<file path="config.mk">
export PLATFORM = sky130hd
export DESIGN_NAME = temperature_log_stats_top_flat
export DESIGN_NICKNAME = d
export VERILOG_FILES = /design/src/hdl/tls_pkg.sv /design/src/hdl/tls_if.sv /design/src/hdl/temperature_log_stats_top.sv /design/src/hdl/tls_ctrl.sv /design/src/hdl/tls_datapath.sv /design/src/flat_wrapper.sv
export SDC_FILE = /design/constraint.sdc
export NUM_CORES = 1
export LEC_CHECK = 0
export BUFFER_PORTS_ARGS = -buffer_cell sky130_fd_sc_hd__buf_2
export CAP_MARGIN = 25
export CORE_ASPECT_RATIO = 0.9
export CORE_MARGIN = 2
export CORE_UTILIZATION = 45
export DETAILED_ROUTE_END_ITERATION = 6
export GPL_ROUTABILITY_DRIVEN = 0
export GPL_TIMING_DRIVEN = 0
export PLACE_DENSITY = 0.61
export REMOVE_ABC_BUFFERS = 1
export SYNTH_ARGS = -nofsm -noshare
export SYNTH_HDL_FRONTEND = slang
export SYNTH_SLANG_ARGS = --single-unit
</file>
<file path="constraint.sdc">
create_clock -name i_clk -period 4.9 [get_ports i_clk]
set_clock_uncertainty 0.15 [all_clocks]
set_input_delay 0.49 -clock i_clk [delete_from_list [all_inputs] [get_ports i_clk]]
set_output_delay 0.49 -clock i_clk [all_outputs]
set_load 0.01 [all_outputs]
</file>
<file path="src/hdl/tls_pkg.sv">
`timescale 1ns / 1ps
`default_nettype none
// ----------------------------------------------------------------------------
// tls_pkg
// shared widths, constants and controller types of the temperature logger
// ----------------------------------------------------------------------------
package tls_pkg;

    localparam int TEMP_W     = 12;
    localparam int SUPPLY_W   = 8;
    localparam int INTERVAL_W = 8;
    localparam int FRAME_W    = 32;

    localparam int LOG_DEPTH  = 12;
    localparam int IDX_W      = $clog2(LOG_DEPTH);
    localparam int CNT_W      = $clog2(LOG_DEPTH + 1);
    localparam int SUM_W      = TEMP_W + CNT_W;
    localparam int Q_W        = TEMP_W;
    localparam int DIVC_W     = $clog2(Q_W + 1);

    localparam logic [INTERVAL_W-1:0] INTERVAL_RESET = 8'd120;
    localparam logic [INTERVAL_W-1:0] COUNTER_RESET  = 8'hFF;
    localparam logic [3:0]            FRAME_TYPE     = 4'h2;
    localparam logic [3:0]            CHECKSUM_XOR   = 4'h5;

    typedef enum logic [2:0] {
        ST_IDLE,
        ST_UPDATE,
        ST_SCAN,
        ST_DIVIDE,
        ST_DONE
    } t_state;

    typedef struct packed {
        logic in_ready;
        logic capture;
        logic update;
        logic scan_step;
        logic div_load;
        logic div_step;
        logic result_load;
    } t_cmd;

    typedef struct packed {
        logic in_valid;
        logic scan_done;
        logic div_done;
        logic out_free;
    } t_status;

endpackage
`default_nettype wire

</file>
<file path="src/hdl/tls_if.sv">
`timescale 1ns / 1ps
`default_nettype none
// ----------------------------------------------------------------------------
// tls_if
// sample and result channels of the temperature logger
// ----------------------------------------------------------------------------
interface tls_in_if import tls_pkg::*; ();
    logic                       valid;
    logic                       ready;
    logic signed [TEMP_W-1:0]   temperature;
    logic        [SUPPLY_W-1:0] supply_level;

    modport source (output valid, temperature, supply_level, input ready);
    modport sink   (input valid, temperature, supply_level, output ready);
endinterface

interface tls_out_if import tls_pkg::*; ();
    logic                     valid;
    logic                     ready;
    logic                     logged;
    logic       [FRAME_W-1:0] frame_word;
    logic signed [TEMP_W-1:0] minimum;
    logic signed [TEMP_W-1:0] maximum;
    logic signed [TEMP_W-1:0] average;

    modport source (output valid, logged, frame_word, minimum, maximum, average,
                    input ready);
    modport sink   (input valid, logged, frame_word, minimum, maximum, average,
                    output ready);
endinterface
`default_nettype wire

</file>
<file path="src/hdl/temperature_log_stats_top.sv">
`timescale 1ns / 1ps
`default_nettype none
// ----------------------------------------------------------------------------
// temperature_log_stats_top
// decimated temperature logger with ring statistics and radio frame
// ----------------------------------------------------------------------------
// One word in gives one word out. Every log_interval-th sample (and the first
// after reset) is written to a ring of LOG_DEPTH entries and a 4-byte frame
// is built; each result carries min, max and the average truncated toward zero
// over the valid ring entries, or zeros while the ring is empty. After a word
// is accepted the ring is updated, the valid ring entries are scanned one
// entry per cycle through the ring memory's single read port, then a
// twelve-step restoring divider forms the average, and the result is loaded
// into the output register once the previous result has left it. A new
// sample is taken while the previous result still waits in the output
// register. The ring needs no clearing after reset, since only written entries
// are ever scanned.
module temperature_log_stats_top import tls_pkg::*; (
    input  wire logic                  i_clk,
    input  wire logic                  i_rst_n,
    tls_in_if.sink                     i_in,
    tls_out_if.source                  o_out,
    input  wire logic                  i_cfg_we,
    input  wire logic [INTERVAL_W-1:0] i_cfg_wdata
);

    t_cmd    w_cmd;
    t_status w_status;

    tls_ctrl u_ctrl (
        .i_clk    (i_clk),
        .i_rst_n  (i_rst_n),
        .i_status (w_status),
        .o_cmd    (w_cmd)
    );

    tls_datapath u_datapath (
        .i_clk       (i_clk),
        .i_rst_n     (i_rst_n),
        .i_cmd       (w_cmd),
        .o_status    (w_status),
        .i_in        (i_in),
        .o_out       (o_out),
        .i_cfg_we    (i_cfg_we),
        .i_cfg_wdata (i_cfg_wdata)
    );

endmodule
`default_nettype wire

</file>
<file path="src/hdl/tls_ctrl.sv">
`timescale 1ns / 1ps
`default_nettype none
// ----------------------------------------------------------------------------
// tls_ctrl
// sequencer: capture, ring update, ring scan, divide, result hand-off
// ----------------------------------------------------------------------------
module tls_ctrl import tls_pkg::*; (
    input  wire logic    i_clk,
    input  wire logic    i_rst_n,
    input  wire t_status i_status,
    output t_cmd         o_cmd
);

    t_state r_state;
    t_state n_state;

    always_ff @(posedge i_clk) begin
        if (!i_rst_n) begin
            r_state <= ST_IDLE;
        end else begin
            r_state <= n_state;
        end
    end

    always_comb begin
        n_state = r_state;
        case (r_state)
            ST_IDLE: begin
                if (i_status.in_valid) n_state = ST_UPDATE;
            end
            ST_UPDATE: begin
                n_state = ST_SCAN;
            end
            ST_SCAN: begin
                if (i_status.scan_done) n_state = ST_DIVIDE;
            end
            ST_DIVIDE: begin
                if (i_status.div_done) n_state = ST_DONE;
            end
            ST_DONE: begin
                if (i_status.out_free) n_state = ST_IDLE;
            end
            default: begin
                n_state = ST_IDLE;
            end
        endcase
    end

    always_comb begin
        o_cmd = '0;
        case (r_state)
            ST_IDLE: begin
                o_cmd.in_ready = 1'b1;
                o_cmd.capture  = i_status.in_valid;
            end
            ST_UPDATE: begin
                o_cmd.update = 1'b1;
            end
            ST_SCAN: begin
                o_cmd.scan_step = 1'b1;
                o_cmd.div_load  = i_status.scan_done;
            end
            ST_DIVIDE: begin
                o_cmd.div_step = !i_status.div_done;
            end
            ST_DONE: begin
                o_cmd.result_load = i_status.out_free;
            end
            default: begin
                o_cmd = '0;
            end
        endcase
    end

endmodule
`default_nettype wire

</file>
<file path="src/hdl/tls_datapath.sv">
`timescale 1ns / 1ps
`default_nettype none
// ----------------------------------------------------------------------------
// tls_datapath
// decimation counter, log ring memory, min/max/sum scan, divider, output
// register
// ----------------------------------------------------------------------------
module tls_datapath import tls_pkg::*; (
    input  wire logic                  i_clk,
    input  wire logic                  i_rst_n,
    input  wire t_cmd                  i_cmd,
    output t_status                    o_status,
    tls_in_if.sink                     i_in,
    tls_out_if.source                  o_out,
    input  wire logic                  i_cfg_we,
    input  wire logic [INTERVAL_W-1:0] i_cfg_wdata
);

    // configuration and decimation state
    logic [INTERVAL_W-1:0]     r_interval;
    logic [INTERVAL_W-1:0]     r_sample_cnt;
    logic [IDX_W-1:0]          r_wp;
    logic                      r_filled;

    // captured word
    logic signed [TEMP_W-1:0]  r_temp;
    logic [SUPPLY_W-1:0]       r_supply;
    logic                      r_logged;
    logic [CNT_W-1:0]          r_count;

    // ring
    logic signed [TEMP_W-1:0]  r_ring [LOG_DEPTH];
    logic signed [TEMP_W-1:0]  r_rdata;

    // scan
    logic [CNT_W-1:0]          r_addr;
    logic                      r_pend;
    logic                      r_have;
    logic signed [TEMP_W-1:0]  r_min;
    logic signed [TEMP_W-1:0]  r_max;
    logic signed [SUM_W-1:0]   r_sum;

    // divider
    logic                      r_neg;
    logic [CNT_W-1:0]          r_rem;
    logic [Q_W-1:0]            r_dvd_lo;
    logic [Q_W-1:0]            r_quo;
    logic [DIVC_W-1:0]         r_div_left;

    // output register
    logic                      r_out_valid;
    logic                      r_o_logged;
    logic [FRAME_W-1:0]        r_o_frame;
    logic signed [TEMP_W-1:0]  r_o_min;
    logic signed [TEMP_W-1:0]  r_o_max;
    logic signed [TEMP_W-1:0]  r_o_avg;

    logic [INTERVAL_W:0]       w_next;
    logic                      w_log;
    logic                      w_wp_last;
    logic [IDX_W-1:0]          n_wp;
    logic                      n_filled;
    logic [CNT_W-1:0]          n_count;
    logic                      w_issue;
    logic [SUM_W-1:0]          w_mag;
    logic [CNT_W:0]            w_trial;
    logic                      w_ge;
    logic [Q_W-1:0]            w_avg;
    logic [15:0]               w_t16;
    logic [7:0]                w_x;
    logic [3:0]                w_cs;
    logic [FRAME_W-1:0]        w_frame;

    // decimation and ring pointer
    always_comb begin
        w_next    = {1'b0, r_sample_cnt} + (INTERVAL_W + 1)'(1);
        w_log     = w_next >= {1'b0, r_interval};
        w_wp_last = r_wp == IDX_W'(LOG_DEPTH - 1);
        n_wp      = r_wp;
        n_filled  = r_filled;
        if (w_log) begin
            n_wp = w_wp_last ? '0 : r_wp + IDX_W'(1);
            if (w_wp_last) n_filled = 1'b1;
        end
        n_count = n_filled ? CNT_W'(LOG_DEPTH) : CNT_W'(n_wp);
    end

    always_ff @(posedge i_clk) begin
        if (!i_rst_n) begin
            r_interval   <= INTERVAL_RESET;
            r_sample_cnt <= COUNTER_RESET;
            r_wp         <= '0;
            r_filled     <= 1'b0;
        end else begin
            if (i_cfg_we) r_interval <= i_cfg_wdata;
            if (i_cmd.update) begin
                r_sample_cnt <= w_log ? '0 : w_next[INTERVAL_W-1:0];
                r_wp         <= n_wp;
                r_filled     <= n_filled;
            end
        end
    end

    always_ff @(posedge i_clk) begin
        if (i_cmd.capture) begin
            r_temp   <= i_in.temperature;
            r_supply <= i_in.supply_level;
        end
        if (i_cmd.update) begin
            r_logged <= w_log;
            r_count  <= n_count;
        end
    end

    assign w_issue = i_cmd.scan_step && (r_addr != r_count);

    // ring memory: one write port, one registered read port
    always_ff @(posedge i_clk) begin
        if (i_cmd.update && w_log) r_ring[r_wp] <= r_temp;
        if (w_issue) r_rdata <= r_ring[r_addr[IDX_W-1:0]];
    end

    always_ff @(posedge i_clk) begin
        if (!i_rst_n) begin
            r_pend <= 1'b0;
        end else begin
            r_pend <= w_issue;
        end
    end

    // scan accumulators
    always_ff @(posedge i_clk) begin
        if (i_cmd.update) begin
            r_addr <= '0;
            r_have <= 1'b0;
            r_min  <= '0;
            r_max  <= '0;
            r_sum  <= '0;
        end else begin
            if (w_issue) r_addr <= r_addr + CNT_W'(1);
            if (r_pend) begin
                r_have <= 1'b1;
                if (!r_have || r_rdata < r_min) r_min <= r_rdata;
                if (!r_have || r_rdata > r_max) r_max <= r_rdata;
                r_sum <= r_sum + {{(SUM_W - TEMP_W){r_rdata[TEMP_W-1]}}, r_rdata};
            end
        end
    end

    // restoring divide of |sum| by count; the quotient never needs more than Q_W bits
    always_comb begin
        w_mag   = r_sum[SUM_W-1] ? SUM_W'(-r_sum) : r_sum;
        w_trial = {r_rem, r_dvd_lo[Q_W-1]};
        w_ge    = w_trial >= {1'b0, r_count};
    end

    always_ff @(posedge i_clk) begin
        if (!i_rst_n) begin
            r_div_left <= '0;
        end else if (i_cmd.div_load) begin
            r_div_left <= DIVC_W'(Q_W);
        end else if (i_cmd.div_step) begin
            r_div_left <= r_div_left - DIVC_W'(1);
        end
    end

    always_ff @(posedge i_clk) begin
        if (i_cmd.div_load) begin
            r_neg    <= r_sum[SUM_W-1];
            r_rem    <= w_mag[SUM_W-1:Q_W];
            r_dvd_lo <= w_mag[Q_W-1:0];
            r_quo    <= '0;
        end else if (i_cmd.div_step) begin
            r_rem    <= w_ge ? CNT_W'(w_trial - {1'b0, r_count}) : w_trial[CNT_W-1:0];
            r_quo    <= {r_quo[Q_W-2:0], w_ge};
            r_dvd_lo <= {r_dvd_lo[Q_W-2:0], 1'b0};
        end
    end

    // result word
    always_comb begin
        if (r_count == '0) begin
            w_avg = '0;
        end else begin
            w_avg = r_neg ? Q_W'(-r_quo) : r_quo;
        end
        w_t16 = {{(16 - TEMP_W){r_temp[TEMP_W-1]}}, r_temp};
        w_x   = {4'h0, FRAME_TYPE} ^ r_supply ^ w_t16[7:0] ^ w_t16[15:8];
        w_cs  = w_x[3:0] ^ w_x[7:4] ^ CHECKSUM_XOR;
        if (r_logged) begin
            w_frame = {w_t16[15:8], w_t16[7:0], r_supply, w_cs, FRAME_TYPE};
        end else begin
            w_frame = '0;
        end
    end

    always_ff @(posedge i_clk) begin
        if (!i_rst_n) begin
            r_out_valid <= 1'b0;
        end else if (i_cmd.result_load) begin
            r_out_valid <= 1'b1;
        end else if (o_out.ready) begin
            r_out_valid <= 1'b0;
        end
    end

    always_ff @(posedge i_clk) begin
        if (i_cmd.result_load) begin
            r_o_logged <= r_logged;
            r_o_frame  <= w_frame;
            r_o_min    <= r_min;
            r_o_max    <= r_max;
            r_o_avg    <= $signed(w_avg);
        end
    end

    assign i_in.ready         = i_cmd.in_ready;
    assign o_out.valid        = r_out_valid;
    assign o_out.logged       = r_o_logged;
    assign o_out.frame_word   = r_o_frame;
    assign o_out.minimum      = r_o_min;
    assign o_out.maximum      = r_o_max;
    assign o_out.average      = r_o_avg;

    assign o_status.in_valid  = i_in.valid;
    assign o_status.scan_done = (r_addr == r_count) && !r_pend;
    assign o_status.div_done  = r_div_left == '0;
    assign o_status.out_free  = !r_out_valid || o_out.ready;

endmodule
`default_nettype wire

</file>
<file path="src/flat_wrapper.sv">
// flat-port wrapper written by rule: the top's interface ports become plain ports
module temperature_log_stats_top_flat import tls_pkg::*;
  (i_clk, i_rst_n, i_cfg_we, i_cfg_wdata, i_in_valid, i_in_temperature, i_in_supply_level, i_in_ready, o_out_valid, o_out_logged, o_out_frame_word, o_out_minimum, o_out_maximum, o_out_average, o_out_ready);
  tls_in_if i_in_i ();
  tls_out_if o_out_i ();
  input  wire logic i_clk;
  input  wire logic i_rst_n;
  input  wire logic i_cfg_we;
  input  wire logic [INTERVAL_W-1:0] i_cfg_wdata;
  input wire logic [$bits(i_in_i.valid)-1:0] i_in_valid;
  input wire logic [$bits(i_in_i.temperature)-1:0] i_in_temperature;
  input wire logic [$bits(i_in_i.supply_level)-1:0] i_in_supply_level;
  output wire logic [$bits(i_in_i.ready)-1:0] i_in_ready;
  output wire logic [$bits(o_out_i.valid)-1:0] o_out_valid;
  output wire logic [$bits(o_out_i.logged)-1:0] o_out_logged;
  output wire logic [$bits(o_out_i.frame_word)-1:0] o_out_frame_word;
  output wire logic [$bits(o_out_i.minimum)-1:0] o_out_minimum;
  output wire logic [$bits(o_out_i.maximum)-1:0] o_out_maximum;
  output wire logic [$bits(o_out_i.average)-1:0] o_out_average;
  input wire logic [$bits(o_out_i.ready)-1:0] o_out_ready;
  assign i_in_i.valid = i_in_valid;
  assign i_in_i.temperature = i_in_temperature;
  assign i_in_i.supply_level = i_in_supply_level;
  assign i_in_ready = i_in_i.ready;
  assign o_out_valid = o_out_i.valid;
  assign o_out_logged = o_out_i.logged;
  assign o_out_frame_word = o_out_i.frame_word;
  assign o_out_minimum = o_out_i.minimum;
  assign o_out_maximum = o_out_i.maximum;
  assign o_out_average = o_out_i.average;
  assign o_out_i.ready = o_out_ready;
  temperature_log_stats_top u_core (.i_clk(i_clk), .i_rst_n(i_rst_n), .i_in(i_in_i), .o_out(o_out_i), .i_cfg_we(i_cfg_we), .i_cfg_wdata(i_cfg_wdata));
endmodule
</file>
==> flow_metrics.py, run 1 <==
metrics = {
    "layout": {
        "drive_gt1_frac": 0.1696,
        "n_antenna_cell": 0,
        "syn2layout_area_growth_pct": 15.77,
        "nets": 1394,
    },
    "critical_path": {
        "cp_data_required_time_ps": 4900,
        "reg2reg_to": "u_core.u_datapath.r_ring[7][10]$_DFFE_PP_",
        "cp_max_fo": 13,
        "arrival_ps": 4230,
        "cp-startpoint": "u_core.u_datapath.r_sample_cnt[0]$_SDFFE_PN1P_",
        "critical_path_class": "flop to flop",
        "crit_end": "u_core.u_datapath.r_ring[7][10]$_DFFE_PP_",
        "r2r_slack_ps": 670,
        "worstSetupStartpointType": "flop",
        "reg2reg_depth": 11,
        "r2r_start": "u_core.u_datapath.r_sample_cnt[0]$_SDFFE_PN1P_",
        "crit_path_end_kind": "flop",
    },
    "flow_run": {
        "maxCapViolCount": 0,
    },
    "global_route": {
        "grt_overflow": 0,
        "antenna_found_initial": 0,
        "grt_start_max_net_pins": 62,
        "grt_pass1_wl_um": 50190,
        "grt_pass1_vias": 9329,
        "groute.usage.overall": 0.1790,
    },
    "cts": {
        "cts-root-buf": "clkbuf_16",
        "cts-resized-gates": 0,
        "cts.path.max_buffers": 3,
        "htreeDepth": 2,
        "clk_latency_ps": 520,
        "cts_tree": "yes",
        "path_clk_slew_ps": 60,
        "clkSinkCount": 346,
        "post_cts_buffers": 0,
        "cts_buffers": 39,
    },
    "routing": {
        "routed-via-count": 9330,
        "routed_wirelength_um": 31030,
        "final_antenna_net_count": 0,
        "drc": 0,
        "first_iter_violations": 516,
        "vias_per_cell": 5.215,
        "first_pass_iters": 5,
        "wl_per_cell_um": 17.34,
    },
    "floorplanning": {
        "die_h_um": 179.6,
        "initial_core_util": 0.4552,
        "die_area_mm2": 0.03576,
        "fp-row-count": 64,
        "num_io_pins": 104,
        "core_area_mm2": 0.03387,
        "die-width_um": 199.1,
    },
    "logic_synthesis": {
        "async_reset_ff_frac": 0,
        "synth_edf_count": 259,
        "synthTopCellsByCount": "259 x edfxtp_1, 126 x nand2_1, 87 x dfxtp_1, 82 x nor2_1, 62 x inv_1",
        "yosysMostFrequentCell": "edfxtp_1",
        "syn_inst": 1190,
        "ys_types": 64,
        "ys_ff_latch": 346,
        "yosysTopAreaCellShare": 0.5044,
        "yosysTopAreaCell": "edfxtp_1",
        "yosysWarnings": 0,
        "yosysSeqAreaShare": 0.6173,
        "synth_top_flop_cell": "edfxtp_1",
        "synthesis.area_mm2": 0.01542,
        "synthTopCellsByArea": "edfxtp_1 50%, dfxtp_1 11%, mux4_2 5.3%",
        "postSynthAreaPerCell_um2": 12.96,
    },
    "placement": {
        "dp_hpwl_um": 20020,
        "io_buffers": 100,
    },
    "worst_hold_path": {
        "hp-class": "input port to flop",
    },
    "power_and_ir_drop": {
        "vdd.ir_drop.worst_mv": 0.3110,
        "power.density_mw_per_mm2": 468.5,
        "p_leak_nw": 6.605,
        "power_mw": 8.364,
    },
    "sta": {
        "max-slew-margin-rel": 0.3644,
        "period_minus_slack_ps": 4231,
        "slew_violations": 0,
        "setup_viol": 0,
        "clock.fmax_ghz": 0.2363,
        "rsz0062_at_grt": "false",
        "tns_ps": 0,
        "worstMarginPinSlew_ps": 952.3,
        "finalCritPeriodShare": 0.8635,
        "finalHoldViolCount": 0,
    },
    "run_status": {
        "status": "finished, final reports clean",
    },
}
routing by layer:
metal / share of wire / track usage / vias to the layer above
met4: 0.020 / 0.04866 / 0
met1: 0.46 / 0.2446 / 4519
met3: 0.038 / 0.03096 / 45
met5: 0 / 0 / -
li1: - / - / 4592
met2: 0.48 / 0.2953 / 174
flip-flops by register name (all words and copies together) (netlist names), 12 cells and up:
register and count:
u_core.u_datapath.o_out.average 12, u_core.u_datapath.r_sum 16, u_core.u_datapath.o_out.minimum 12, u_core.u_datapath.r_dvd_lo 12, u_core.u_datapath.r_min 12, u_core.u_datapath.r_rdata 12
u_core.u_datapath.r_max 12, u_core.u_datapath.r_temp 12, u_core.u_datapath.r_quo 12, u_core.u_datapath.o_out.maximum 12, u_core.u_datapath.o_out.frame_word 24, u_core.u_datapath.r_ring 144
worst min path at each step:
stage	cells past startpoint	to	slack, ps	start
2_1_floorplan	0	u_core.u_datapath.o_out.minimum[0]$_DFFE_PP_	280	u_core.u_datapath.r_min[0]$_SDFFE_PP0P_
6_report	3	u_core.u_datapath.r_interval[3]$_SDFFE_PN1P_	30	i_cfg_wdata[3]
3_5_place_dp	0	u_core.u_datapath.o_out.minimum[1]$_DFFE_PP_	300	u_core.u_datapath.r_min[1]$_SDFFE_PP0P_
4_1_cts	3	u_core.u_datapath.r_interval[3]$_SDFFE_PN1P_	3	i_cfg_wdata[3]
5_1_grt	3	u_core.u_datapath.r_interval[6]$_SDFFE_PN1P_	30	i_cfg_wdata[6]
3_3_place_gp	0	u_core.u_datapath.o_out.minimum[10]$_DFFE_PP_	290	u_core.u_datapath.r_min[10]$_SDFFE_PP0P_
report_power, final:
part | internal, mW | switching, mW
sequential | 3.43 | 0.393
clock | 1.75 | 1.13
combinational | 0.809 | 0.844
repair_timing:
| action | in CTS | in global routing |
|---|---|---|
| hold buffers | 20 | 0 |
| endpoints found under the setup margin | 0 | 0 |
| endpoints found under the hold margin | 20 | 0 |
stage by stage:
step / worst slack, ps / instances / hold WS, ps / cell area [um^2] / util
6_report: 669.0 / 1789 / 31.77 / 17850 / 0.5270
5_1_grt: 306.8 / 1789 / 32.89 / 17850 / 0.5270
4_1_cts: 650.6 / 1788 / 3.339 / 17820 / 0.5262
3_5_place_dp: 669.4 / 1700 / 301.0 / 16350 / 0.4827
3_3_place_gp: -225.5 / 1695 / 293.7 / 16240 / 0.4794
2_1_floorplan: 916.4 / 1133 / 275.0 / 15160 / -
cell families after synthesis:
kind of cell    after synthesis  synth area share
flops                       346            0.6173
mux                          98           0.09307
compound gates              175           0.07327
other cells                   1         0.0002432
fa+ha+maj                    61           0.05047
simple gates                329           0.09972
buf+inv                     121           0.03238
xor+xnor                     59           0.03351
cell usage in the layout, fill, tap and decap left out, drive strengths merged, types with 7 or more instances in the layout:
master	Yosys	routed
clkinv	0	9
a21oi	54	54
mux4	36	36
nor2	82	82
buf	26	106
nand3	18	18
o31ai	9	9
nand4	14	14
nand2	126	126
dlygate4sd3	0	20
xnor2	32	32
nor3	12	12
edfxtp	259	259
ha	59	59
dfxtp	87	87
and3	12	12
nor2b	10	10
o21ai	41	41
clkbuf	33	50
mux2i	59	59
o21a	7	7
inv	62	65
o211ai	11	11
xor2	27	27
and2	28	28
critical path, cell delays in order, from the launching register on:
cell	delay, ps
dfxtp_1	400
ha_1	250
and3_1	250
nand3_1	140
nand2_1	90
nand2_1	50
ha_1	310
a211o_1	160
o221ai_1	160
a21o_1	320
a21oi_1	670
and4_1	880
layout make-up:
cell class | count | area, um^2
inverter | 62 | 232.7
timing repair buffer | 126 | 805.8
clock inverter | 18 | 206.4
tap | 462 | 578.1
fill | 2888 | 16020
sequential | 346 | 9525
clock buffer | 50 | 1067
multi-input combinational | 725 | 5436
No activity file was read; power rests on OpenSTA's default activity.
==> run 2, diff against run 1 <==
--- a/config.mk
+++ b/config.mk
@@ -17,4 +17,5 @@
 export REMOVE_ABC_BUFFERS = 1
 export SYNTH_ARGS = -nofsm -noshare
 export SYNTH_HDL_FRONTEND = slang
+export SYNTH_HIERARCHICAL = 1
 export SYNTH_SLANG_ARGS = --single-unit
==> flow_metrics.py, run 2 <==
metrics = {
    "routing": {
        "first_iter_violations": 591,
        "final_antenna_net_count": 0,
        "drc": 0,
        "routed-via-count": 9456,
        "wl_per_cell_um": 17.33,
        "first_pass_iters": 5,
        "routed_wirelength_um": 30830,
        "vias_per_cell": 5.315,
    },
    "cts": {
        "cts-hold-fix-buffers": 22,
        "cts_tree": "yes",
        "cts_buffers": 38,
        "clkSinkCount": 346,
        "cts-root-buf": "clkbuf_16",
        "cts.path.max_buffers": 3,
        "clk_latency_ps": 530,
        "cts-resized-gates": 0,
        "htreeDepth": 2,
        "path_clk_slew_ps": 60,
        "post_cts_buffers": 0,
    },
    "sta": {
        "slew_violations": 0,
        "clock.fmax_ghz": 0.2677,
        "setup_viol": 0,
        "whs_ps": 27.56,
        "rsz0062_at_grt": "false",
        "max-slew-margin-rel": 0.3680,
        "tns_ps": 0,
        "fin_ws_ps": 1164,
        "worstMarginPinSlew_ps": 945.0,
        "period_minus_slack_ps": 3736,
        "finalHoldViolCount": 0,
        "finalCritPeriodShare": 0.7625,
    },
    "critical_path": {
        "arrival_ps": 3750,
        "r2r_start": "u_core/u_datapath/r_sample_cnt[0]$_SDFFE_PN1P_",
        "crit_path_end_kind": "flop",
        "cp_data_required_time_ps": 4910,
        "cp_max_fo": 17,
        "cp-startpoint": "u_core/u_datapath/r_sample_cnt[0]$_SDFFE_PN1P_",
        "critical_path_class": "flop to flop",
        "worstSetupStartpointType": "flop",
    },
    "global_route": {
        "grt_pass1_vias": 9389,
        "grt_pass1_wl_um": 50250,
        "antenna_found_initial": 0,
        "grt_overflow": 0,
        "grt_start_max_net_pins": 41,
        "groute.usage.overall": 0.1730,
    },
    "floorplanning": {
        "die-width_um": 200.4,
        "die_area_mm2": 0.03623,
        "fp-row-count": 64,
        "initial_core_util": 0.4580,
        "num_io_pins": 104,
        "die_h_um": 180.8,
        "core_area_mm2": 0.03411,
    },
    "logic_synthesis": {
        "synth_top_flop_cell": "edfxtp_1",
        "synthTopCellsByArea": "edfxtp_1 50%, dfxtp_1 11%, mux4_2 5.2%",
        "synth_edf_count": 259,
        "yosysWarnings": 6,
        "syn_inst": 1183,
        "yosysTopAreaCell": "edfxtp_1",
        "yosysMostFrequentCell": "edfxtp_1",
        "async_reset_ff_frac": 0,
        "yosysSeqAreaShare": 0.6092,
        "ys_types": 79,
        "ys_ff_latch": 346,
        "synthTopCellsByCount": "259 x edfxtp_1, 107 x nor2_1, 87 x dfxtp_1, 60 x ha_1, 56 x inv_1",
        "yosysTopAreaCellShare": 0.4978,
        "synthesis.area_mm2": 0.01562,
        "postSynthAreaPerCell_um2": 13.21,
    },
    "layout": {
        "nets": 1386,
        "regMostFlops": "u_core/u_datapath/r_ring",
        "drive_gt1_frac": 0.1724,
        "syn2layout_area_growth_pct": 15.71,
        "final_common_cell": "edfxtp_1",
        "largest_register_ffs": 144,
        "final_cell_mix": "259 x edfxtp_1, 107 x nor2_1, 100 x buf_2",
        "n_antenna_cell": 0,
    },
    "power_and_ir_drop": {
        "vdd.ir_drop.worst_mv": 0.3188,
        "p_leak_nw": 6.608,
        "power.density_mw_per_mm2": 482.2,
    },
    "placement": {
        "io_buffers": 100,
        "post-place-ws_ps": 1139,
        "dp_hpwl_um": 19970,
    },
    "run_status": {
        "status": "finished, final reports clean",
    },
    "worst_hold_path": {
        "hp-class": "input port to flop",
        "worstHoldStart": "i_cfg_wdata[5]",
    },
    "flow_run": {
        "maxCapViolCount": 0,
    },
}
[run 2: changes by cell type in the layout (fill, tap and decap cells not counted), sizes merged, moves of 6 or more]
cell	previous run	this run
nand2	126	49
nor2	82	107
mux2i	59	38
o311ai	4	23
mux2	3	17
a21oi	54	43
nor2b	10	19
nand4	14	22
buf	106	113
nand3	18	12
[run 2: final cells by class]
class | instances | area [um^2]
clock buffer | 48 | 1018
clock inverter | 18 | 236.5
fill | 2935 | 16030
inverter | 58 | 217.7
multi-input combinational | 712 | 5604
sequential | 346 | 9525
tap | 462 | 578.1
timing repair buffer | 135 | 899.6
[run 2: power breakdown]
group          internal (mW)  leakage (nW)  switching [mW]
combinational          0.962          2.92           0.973
sequential              3.47          3.07           0.438
clock                   1.74         0.611            1.13
[run 2: kinds of logic (layout without fill, tap and decap cells)]
kind of cell / Yosys count / after routing / share of synthesized area
other: 1 / 3 / 0.0002400
DFF: 346 / 346 / 0.6092
adders and majority gates: 62 / 62 / 0.05061
buffers and inverters: 127 / 259 / 0.03435
and+or+nand+nor: 300 / 300 / 0.09713
AOI/OAI and AO/OA: 190 / 190 / 0.08296
xor gates and xnor gates: 66 / 66 / 0.03700
muxes: 91 / 91 / 0.08848
[run 2: stage by stage]
stage	std cells	utilization	area, um^2	power [mW]
after global routing	1779	0.5300	18080	9.214
final	1779	0.5300	18080	8.718
after floorplan	1116	-	15310	5.339
after detailed placement	1691	0.4868	16600	5.897
after CTS	1779	0.5300	18080	8.822
after global placement	1678	0.4805	16390	5.862
[run 2: worst paths after layout]
kind	to	slack [ps]	cells after the start
max reg2reg	u_core/u_datapath/r_ring[0][7]$_DFFE_PP_	1160	10
max	u_core/u_datapath/r_ring[0][7]$_DFFE_PP_	1160	10
min	u_core/u_datapath/r_interval[5]$_SDFFE_PN1P_	30	3
min reg2reg	u_core/u_datapath/o_out.minimum[2]$_DFFE_PP_	280	0
[run 2: worst max-delay path: stages, from the launching register on]
cell,delay [ps]
dfxtp_1,390
ha_1,240
and3_1,250
and3_1,260
xor2_1,90
ha_1,300
and3_1,170
nand3_1,80
o211a_2,370
nor2_1,360
and3_1,680
[run 2: metal layers]
layer / vias up / share of wire / global-route usage
li1: 4631 / - / -
met1: 4606 / 0.47 / 0.2407
met2: 181 / 0.48 / 0.2828
met3: 38 / 0.037 / 0.02832
met4: 0 / 0.018 / 0.04800
met5: - / 0 / 0
